**config.mk**
```make
export PLATFORM = sky130hd
export DESIGN_NAME = size_sorted_record_list_unit
export DESIGN_NICKNAME = d
export VERILOG_FILES = /design/src/rtl/ssrl_pkg.sv /design/src/rtl/ssrl_cell.sv /design/src/rtl/size_sorted_record_list_unit.sv
export VERILOG_INCLUDE_DIRS = /design/src /design/src/rtl
export SDC_FILE = /design/constraint.sdc
export NUM_CORES = 2
export LEC_CHECK = 0
export BUFFER_PORTS_ARGS = -buffer_cell sky130_fd_sc_hd__buf_2
export CAP_MARGIN = 5
export CORE_ASPECT_RATIO = 0.8
export CORE_MARGIN = 3
export CORE_UTILIZATION = 55
export DETAILED_ROUTE_END_ITERATION = 8
export PLACE_DENSITY_LB_ADDON = 0.15
export SYNTH_ARGS = -nofsm -noshare
export SYNTH_HDL_FRONTEND = slang
export SYNTH_HIERARCHICAL = 1
export SYNTH_SLANG_ARGS = --single-unit
```
**constraint.sdc**
```tcl
create_clock -name clk -period 6 [get_ports clk]
set_input_delay 0.6 -clock clk [delete_from_list [all_inputs] [get_ports clk]]
set_output_delay 0.6 -clock clk [all_outputs]
set_load 0.005 [all_outputs]
```
**src/rtl/size_sorted_record_list_unit_defines.svh**
```systemverilog
// ------------------------------------------------------------------------
// size sorted record list assertion macros
// clocked property checks used by the list unit
// ------------------------------------------------------------------------
`ifndef SIZE_SORTED_RECORD_LIST_UNIT_DEFINES_SVH
`define SIZE_SORTED_RECORD_LIST_UNIT_DEFINES_SVH

// check that is switched off while reset is high
`define SSRL_ASSERT(lbl, prop, msg) \
  lbl: assert property (@(posedge clk) disable iff (rst) prop) else $error(msg);

// check that also holds during reset
`define SSRL_ASSERT_ALWAYS(lbl, prop, msg) \
  lbl: assert property (@(posedge clk) prop) else $error(msg);

`endif

```
**src/rtl/ssrl_pkg.sv**
```systemverilog
// ------------------------------------------------------------------------
// ssrl_pkg
// shared types and codes of the size sorted record list
// ------------------------------------------------------------------------
package ssrl_pkg;

  localparam int IdW   = 31;
  localparam int OffW  = 32;
  localparam int SizeW = 16;

  localparam logic OP_INSERT = 1'b0;
  localparam logic OP_REMOVE = 1'b1;

  typedef enum logic [1:0] {
    ST_OK        = 2'd0,
    ST_FULL      = 2'd1,
    ST_NOT_FOUND = 2'd2
  } status_t;

  typedef struct packed {
    logic [IdW-1:0]   id;
    logic [OffW-1:0]  offset;
    logic [SizeW-1:0] size;
  } entry_t;

  // control broadcast from the sequencer to every cell
  typedef struct packed {
    logic   compare;   // latch compare flags against cmp_key
    logic   apply;     // perform the shift of this request
    logic   op;        // opcode of the request being applied
    entry_t cmp_key;   // request fields in the accept cycle
    entry_t new_entry; // registered request fields
  } cell_cmd_t;

endpackage

```
**src/rtl/ssrl_cell.sv**
```systemverilog
// ------------------------------------------------------------------------
// ssrl_cell
// one slot of the sorted chain: compare flags and neighbor shift
// ------------------------------------------------------------------------
module ssrl_cell import ssrl_pkg::*; (
  input  logic      clk,
  input  cell_cmd_t cmd,
  input  logic      slot_valid,
  input  entry_t    prev_entry,
  input  logic      prev_keep,
  input  logic      prev_seen,
  input  entry_t    next_entry,
  output entry_t    entry,
  output logic      keep,
  output logic      seen
);

  entry_t entry_r;
  logic   keep_r;
  logic   match_r;

  // first matching cell and everything behind it close the gap
  assign seen  = prev_seen | match_r;
  assign keep  = keep_r;
  assign entry = entry_r;

  always_ff @(posedge clk) begin
    if (cmd.compare) begin
      keep_r  <= slot_valid && (entry_r.size <= cmd.cmp_key.size);
      match_r <= slot_valid && (entry_r.id == cmd.cmp_key.id);
    end
    if (cmd.apply) begin
      if (cmd.op == OP_INSERT) begin
        if (!keep_r) begin
          entry_r <= prev_keep ? cmd.new_entry : prev_entry;
        end
      end else if (seen) begin
        entry_r <= next_entry;
      end
    end
  end

endmodule

```
**src/rtl/size_sorted_record_list_unit.sv**
```systemverilog
// ------------------------------------------------------------------------
// size_sorted_record_list_unit
// table of records kept in ascending size order, insert and remove by id
// ------------------------------------------------------------------------
//
//  channel   handshake          payload
//  request   start / busy       opcode, record_id, byte_offset, record_size
//  result    done (one cycle)   status, entry_count, head_valid, head_id,
//                               head_offset, head_size
//
//  in the accept cycle every cell compares its slot with the request, in
//  the next cycle (busy high) the chain shifts one place toward or away from
//  the insert or remove point, unless an insert finds the table full or a
//  remove finds no match; the result strobes in the cycle after the shift,
//  while the next request may already be accepted; none is taken while busy
//  synchronous reset empties the table at once; slot contents need none
//  the receiver cannot stall: each result is shown for exactly one cycle
//
`include "size_sorted_record_list_unit_defines.svh"

module size_sorted_record_list_unit import ssrl_pkg::*; #(
  parameter int CAPACITY = 16,
  localparam int CntW = $clog2(CAPACITY + 1)
) (
  input  logic             clk,
  input  logic             rst,
  input  logic             start,
  output logic             busy,
  input  logic             opcode,
  input  logic [IdW-1:0]   record_id,
  input  logic [OffW-1:0]  byte_offset,
  input  logic [SizeW-1:0] record_size,
  output logic             done,
  output logic [1:0]       status,
  output logic [CntW-1:0]  entry_count,
  output logic             head_valid,
  output logic [IdW-1:0]   head_id,
  output logic [OffW-1:0]  head_offset,
  output logic [SizeW-1:0] head_size
);

  // control state
  logic            pend;
  logic            done_r;
  logic [CntW-1:0] held_count;
  logic [CntW-1:0] held_count_next;
  status_t         status_r;
  status_t         status_next;

  // registered request
  logic   op_r;
  entry_t item_r;

  // chain signals
  cell_cmd_t cmd;
  entry_t    cell_entry [CAPACITY];
  logic      cell_keep  [CAPACITY];
  logic      cell_seen  [CAPACITY];

  logic accept;
  logic full;
  logic found;
  logic apply_ok;

  assign accept = start && !busy;
  assign busy   = pend;
  assign full   = (held_count == CntW'(CAPACITY));
  // prefix of id matches reaches the end of the chain only if any cell hit
  assign found  = cell_seen[CAPACITY-1];

  assign apply_ok = (op_r == OP_INSERT) ? !full : found;

  assign cmd.compare           = accept;
  assign cmd.apply             = pend && apply_ok;
  assign cmd.op                = op_r;
  assign cmd.cmp_key.id        = record_id;
  assign cmd.cmp_key.offset    = byte_offset;
  assign cmd.cmp_key.size      = record_size;
  assign cmd.new_entry         = item_r;

  // count and status of the request in flight
  always_comb begin
    held_count_next = held_count;
    status_next     = ST_OK;
    if (op_r == OP_INSERT) begin
      if (full) begin
        status_next = ST_FULL;
      end else begin
        held_count_next = held_count + CntW'(1);
      end
    end else begin
      if (found) begin
        held_count_next = held_count - CntW'(1);
      end else begin
        status_next = ST_NOT_FOUND;
      end
    end
  end

  always_ff @(posedge clk) begin
    if (rst) begin
      pend       <= 1'b0;
      done_r     <= 1'b0;
      held_count <= '0;
    end else begin
      pend   <= accept;
      done_r <= pend;
      if (pend) begin
        held_count <= held_count_next;
      end
    end
  end

  always_ff @(posedge clk) begin
    if (accept) begin
      op_r          <= opcode;
      item_r.id     <= record_id;
      item_r.offset <= byte_offset;
      item_r.size   <= record_size;
    end
    if (pend) begin
      status_r <= status_next;
    end
  end

  // row of slots; slot 0 is the head, a new entry is written straight into its sorted slot
  for (genvar i = 0; i < CAPACITY; i++) begin : g_cell
    entry_t prev_entry;
    logic   prev_keep;
    logic   prev_seen;
    entry_t next_entry;
    logic   slot_valid;

    // occupied slots are exactly the first held_count ones
    assign slot_valid = (CntW'(i) < held_count);

    if (i == 0) begin : g_first
      assign prev_entry = item_r;
      assign prev_keep  = 1'b1;
      assign prev_seen  = 1'b0;
    end else begin : g_inner
      assign prev_entry = cell_entry[i-1];
      assign prev_keep  = cell_keep[i-1];
      assign prev_seen  = cell_seen[i-1];
    end

    if (i == CAPACITY - 1) begin : g_last
      // the slot past the end is never valid, any content will do
      assign next_entry = cell_entry[i];
    end else begin : g_mid
      assign next_entry = cell_entry[i+1];
    end

    ssrl_cell u_cell (
      .clk        (clk),
      .cmd        (cmd),
      .slot_valid (slot_valid),
      .prev_entry (prev_entry),
      .prev_keep  (prev_keep),
      .prev_seen  (prev_seen),
      .next_entry (next_entry),
      .entry      (cell_entry[i]),
      .keep       (cell_keep[i]),
      .seen       (cell_seen[i])
    );
  end

  // result: head comes straight from slot 0, which holds until the next shift
  assign done        = done_r;
  assign status      = status_r;
  assign entry_count = held_count;
  assign head_valid  = (held_count != '0);
  assign head_id     = head_valid ? cell_entry[0].id     : '0;
  assign head_offset = head_valid ? cell_entry[0].offset : '0;
  assign head_size   = head_valid ? cell_entry[0].size   : '0;

  // checks
  `SSRL_ASSERT(a_count_bound, held_count <= CntW'(CAPACITY),
    "entry count above capacity")
  `SSRL_ASSERT(a_done_after_apply, pend |=> done, "result missing after shift")
  `SSRL_ASSERT(a_no_overlap, !(pend && done), "shift and result overlap")
  `SSRL_ASSERT(a_full_status, (done && status == ST_FULL) |-> full,
    "full status with room left")

endmodule

```
[Word level (Yosys, flattened, before mapping)]
Cells that the tools add are included.
Cells by class
  $add $sub $neg: 2
  multiply operators: 0
  div/mod/pow operators: 0
  magnitude comparators: 32
  eq/ne operators: 49
  shift-type cells: 0
  multiplexer cells: 70
  bitwise logic cells: 17
  reduce and logical (&&, ||, !) cells: 54
Operators by type and width (number)
  two-way mux 79 bit: 60
  equality test 31 bit: 16
  less-or-equal comparator 16 bit: 16
  AND reduction 3 bit: 17
  less-than comparator 4 x 5 -> 1 bit (first input constant): 8
  logical AND 1 bit: 34
  two-way mux 32 bit: 1
  inequality test 2 x 1 -> 1 bit (second input constant): 16
  inequality test 2 bit (second input constant): 16
  two-way mux 31 bit: 1
  less-than comparator 3 x 5 -> 1 bit (first input constant): 4
  two-way mux 16 bit: 1
  two-way mux 5 bit: 3
  bitwise OR 1 bit: 15
  less-than comparator 1 x 5 -> 1 bit (first input constant): 2
  less-than comparator 2 x 5 -> 1 bit (first input constant): 2
  adder 5 x 1 -> 5 bit (second input constant): 1
  equality test 5 bit (second input constant): 1
  nonzero test 5 bit: 1
  subtractor 5 x 1 -> 5 bit (second input constant): 1
  two-way mux 2 bit: 2
  logical NOT 1 bit: 2
  two-way mux 1 bit: 2
  NOT 1 bit: 2
Word-level totals
  register bits after elaboration: 1385
  latch bits: 0
  RAM bits: 0
  ROM bits: 0
  input port bits: 83
  output and inout port bits: 89
  logic and storage cells: 312
  memories kept: 0

[Depth between registers and ports, before layout]
  depth in word-level cells: 18
  mapped depth: 20
  depth with buffers taken out: 20

[Modules after synthesis]
The synthesis kept the hierarchy.
Modules (own cells, without submodules)
  ssrl_cell (g_cell[14].u_cell ...): times used 11, cells each 447, area each 4865.9 um2
  ssrl_cell (g_cell[0].u_cell ...): times used 5, cells each 451, area each 4807.1 um2
  size_sorted_record_list_unit: times used 1, cells each 249, area each 3598.5 um2

[Worst setup path before layout]
OpenSTA, ideal clock, no wires.
  path kind: reg2reg
  from: register g_cell[0].u_cell.match_r
  to: register g_cell[0].u_cell.entry_r (netlist bit g_cell[0].u_cell/entry[0]), enable pin
  library setup time: 0.611 ns
  data arrival time: 6.055 ns
  data required time: 5.389 ns
  path slack: -0.666 ns
  stages on the path, launching flop included: 20
  buffers on the path: 0
  period minus slack after synthesis: 6.666 ns
  path through: edfxtp_1 > or2_2 > or2_2 > or2_2 > or2_2 > or2_2 > or2_2 > or2_2 > or2_2 > or2_2 > or2_2 > or2_2 > or2_2 > or2_2 > or2_2 > or2_2 > or2_2 > nor2b_4 > a311oi_4 > and2_1
RTL lines
  start: declaration: RTL line ssrl_cell.sv:20  | logic match_r;
  start signal: assignment: RTL line ssrl_cell.sv:30  | match_r <= slot_valid && (entry_r.id == cmd.cmp_key.id);
  end signal: assignment: RTL line ssrl_cell.sv:35  | entry_r <= prev_keep ? cmd.new_entry : prev_entry;
  end signal: assignment: RTL line ssrl_cell.sv:38  | entry_r <= next_entry;
  end: declaration: RTL line ssrl_cell.sv:18  | entry_t entry_r;

==> metrics.md <==
| Metric | Value |
|---|---|
| Largest net degree at the start of global routing | `294` |
| Warnings, synthesis | `6` |
| Tightest slew margin relative to the limit | `14.5%` |
| Sum of negative setup slack | `0 ps` |
| Count of routing violations after the opening detailed-route iteration | `8449` |
| Count of placed standard cells including taps | `9255` |
| Clock-pin slew reported for the worst setup and hold paths after clock tree synthesis | `60 ps` |
| Combined buffer and inverter count along the critical path | `4` |
| Number of filler cells placed in the layout | `12000` |
| Power spent charging and discharging nets | `6.53 mW` |
| Minimum period implied by the final worst setup slack | `5880 ps` |
| Synth Area in Compound Gates | `9.69%` |
| CTS tree | `yes` |
| CTS H-tree lvls | `4` |
| Routed wire length | `249 mm` |
| Proportion of layout cells with a drive suffix above 1 | `8.47%` |
| Num ports | `172` |
| Utilization after layout | `61.2%` |
| Synth async-reset ratio | `0%` |
| Crit path max-delay family | `simple AND/OR/NAND/NOR gates` |
| Net switching fraction of the power | `26.9%` |
| Fin nets | `7824` |
| Sequential-to-total area share from yosys stat | `51.2%` |
| Hpwl dp | `168 mm` |
| Remaining global-route overflow | `0` |
| Number of antenna-violating nets in the routed design | `0` |
| Number of optimization iterations in the first detailed-route pass | `6` |
| Number of enable-type register cells in the synthesized netlist | `1378` |
| Final standard cell area without fillers | `89300 um2` |
| Fraction of the mapped netlist area in adder cells | `4.01%` |
| Die outline width | `435 um` |
| Simple-gate portion of the synthesized area | `10.2%` |
| Highest clock frequency the design can meet | `170 MHz` |
| Post-Synthesis Net Count | `7764` |
| Max Transition Viols Final | `0` |
| Pre-CTS WS | `-348 ps` |
| Power, Total | `24.3 mW` |
| Setup repair after global routing missed its margin | `false` |
| Depth of the most critical reg-to-reg path | `23` |
| Kind of end point of the critical path | `register` |
| Multiplexer area fraction after synthesis | `15.6%` |
| Weighted congestion at the end of routability-driven global placement | `0.913` |
| Critical-path top delay cell | `edfxtp_1` |
| Hold Fails Final Rpt | `0` |
| Wire length of the first global-routing pass | `367 mm` |
| Final setup violation count | `0` |
| Largest family of logic cells by synthesized area | `multiplexers` |
| Power share of the sequential group | `48.8%` |
| Fraction of the cycle the final worst path needs | `98.0%` |
| Area growth from synthesis to layout | `10.0%` |
| Remaining routing DRC violations | `0` |
| Maximum net fanout on the critical path | `7` |
| Final setup skew | `30.8 ps` |
| Clock buffer depth | `3` |
| Tightest Pin Transition | `1280 ps` |
| Number of buffers created by CTS | `149` |
| Depth of the worst hold-timing path | `1` |
| Ratio of total power to cell area | `272 nW/um2` |
| Share of the synthesized netlist area taken by xor and xnor gates | `5.27%` |
| WHS | `49.2 ps` |
| Effective utilization at floorplan | `55.6%` |
| Maximum cell stage delay along the critical path | `360 ps` |
| Number of port buffers | `171` |
| Post-Syn Instances | `7421` |
| Worst Slack Setup Final | `121 ps` |
| Post-synth design cell area | `81200 um2` |
| Combinational cell fraction of total power | `13.1%` |
| Largest vdd supply drop | `0.000251 V` |
| DR vias | `59900` |
| Total global-route track usage | `31.8%` |
| Initial antenna violation count | `17` |
| Max-Cap Viols | `0` |
| Arrival time at the worst endpoint | `6440 ps` |
| Class of the worst hold path | `in2reg` |
| Latest clock arrival within the worst-skew pair | `810 ps` |
| Number of global-route vias before repair | `56200` |
| Cell row count | `125` |
| Die Area | `152000 um2` |
| Cell area after placement | `83900 um2` |
| Clock Sinks | `1385` |
| Levels on crit path | `23` |
| Most frequent cell on the critical path | `or2_4` |
| Data required, critical path | `6560 ps` |
| Unique masters post-synth | `51` |
| Die height | `350 um` |
| Core area | `146000 um2` |
| Synth Flop Type | `edfxtp_1` |
| Mean instance size in the synthesized netlist | `10.9 um2` |
| Leakage power figure | `34.6 nW` |
| Count of non-filler cells in the finished layout | `9567` |
| Share of power burned in the clock network | `38.1%` |
| Path type of the worst setup path | `reg2reg` |
| Clock root buffer | `clkbuf_16` |
| Routed length per placed instance | `26.0 um` |
| Total internal power | `17.7 mW` |
| Ordered cell list for the critical path | `or2_4, or2_4, or2_4, or2_4, or2_4, or2_4, or2_2, or2_4, or2_4, or2_4, or2_2, or2_2, or2_2, or2_2, or2_4, or2_4, nor2b_4, a311oi_4, buf_12, buf_4, and2_4, buf_12, bufbuf_16` |
| Outcome | `finished, final reports clean` |
| Startpoint type of the worst setup path | `register` |
| Number of vias per cell | `6.26` |
| Total of flip-flops plus latches after synthesis | `1385` |
metal layers:
layer	track usage [%]	wire, um
met1	49.2	114000
met2	45.3	103000
met3	5.66	25100
met4	9.30	6780
met5	0	0
logic make-up after synthesis:
| logic type | count (synthesis) |
|---|---|
| buffers and inverters | 704 |
| adder cells (fa/ha/maj) | 260 |
| other | 2 |
| AND/OR/NAND/NOR | 1818 |
| AO/OA/AOI/OAI | 1498 |
| multiplexers | 1266 |
| flip-flops | 1385 |
| XOR/XNOR | 488 |
final cells by class:
cell class	instances	area [um2]	area share, %
flip-flops and latches	1385	41500	46.5
repair buffers	341	3090	3.47
well taps	1968	2460	2.76
multi-input cells	5332	36400	40.8
clock buffers	186	4020	4.50
diodes	7	17.5	0.0196
clock inverters	76	724	0.811
inverters	272	1020	1.14
what timing repair did:
action,CTS,global route
pin swaps,2,2
setup endpoints to repair,1259,149
cloned,6,0
hold buffers,29,0
resized for setup,23,2
hold endpoints to repair,29,0
buffers inserted,8,0
sequential cells by signal (all words and copies together), names as in the netlist:
signal	flops
busy	1
status	2
entry_count	5
g_cell.u_cell/match_r	16
done	1
g_cell.u_cell/keep	16
op_r	1
cmd	79
g_cell.u_cell/entry	1264
cell usage after synthesis, drive strengths merged, types with 14 or more instances:
cell       n  area, um2
nand4    101        732
inv      272       1020
buf      250       1580
and3      17        106
clkbuf   182        683
ha       260       3250
nor2      34        128
nand2b    14       87.6
a21oi    103        519
o211ai    16        120
o21ai   1310       6560
edfxtp  1378      41400
a21o      19        143
mux2i   1265      12700
nand2   1352       5070
and2      96        601
or2       17        106
nor2b     26        170
nand3     28        140
xor2     369       3230
nor4     113        982
xnor2    119       1040
worst reg2reg max path, delay by kind of cell, from the launching register on:
family / cells / cell delay, ps
compound gates: 1 / 100
buf+inv: 4 / 810
flops: 1 / 360
simple gates: 18 / 4370
cells in the final DEF (no fill, tap or decap), types with 23 or more instances in the layout:
cell and count:
buf_4 72, ha_1 260, inv_1 272, mux2i_1 1265, clkinv_2 23, nand4_1 85, nor2_1 34, clkbuf_1 29
xor2_1 369, nor2b_1 24, a21oi_1 102, buf_2 171, nand2_1 1351, o21ai_1 116, xnor2_1 119, nor4_2 44
buf_12 56, edfxtp_1 1378, nor4_1 69, o21ai_0 1194, nand3_1 28, dlygate4sd3_1 29, and2_1 80, clkbuf_16 155
clkinv_1 28
power by group through the flow:
stage | combinational (mW) | clock (mW) | sequential [mW]
finish | 3.17 | 9.23 | 11.8
global route | 3.45 | 9.72 | 11.9
CTS | 3.11 | 9.34 | 11.8
detailed placement | 3.06 | 0 | 12.0
global placement | 2.97 | 0 | 12.0
floorplan | 2.16 | 0 | 11.7
path summary, 6_finish.rpt:
check / end / slack (ps) / from
worst min-delay path: cmd[19] / 50 / byte_offset[3]
worst max register to register: g_cell[6].u_cell/entry[55] / 120 / g_cell[0].u_cell/match_r
worst min register to register: g_cell[0].u_cell/entry[46] / 550 / g_cell[1].u_cell/entry[46]
worst max-delay path: g_cell[6].u_cell/entry[55] / 120 / g_cell[0].u_cell/match_r
Note: power is estimated with default switching activity, not from simulation.
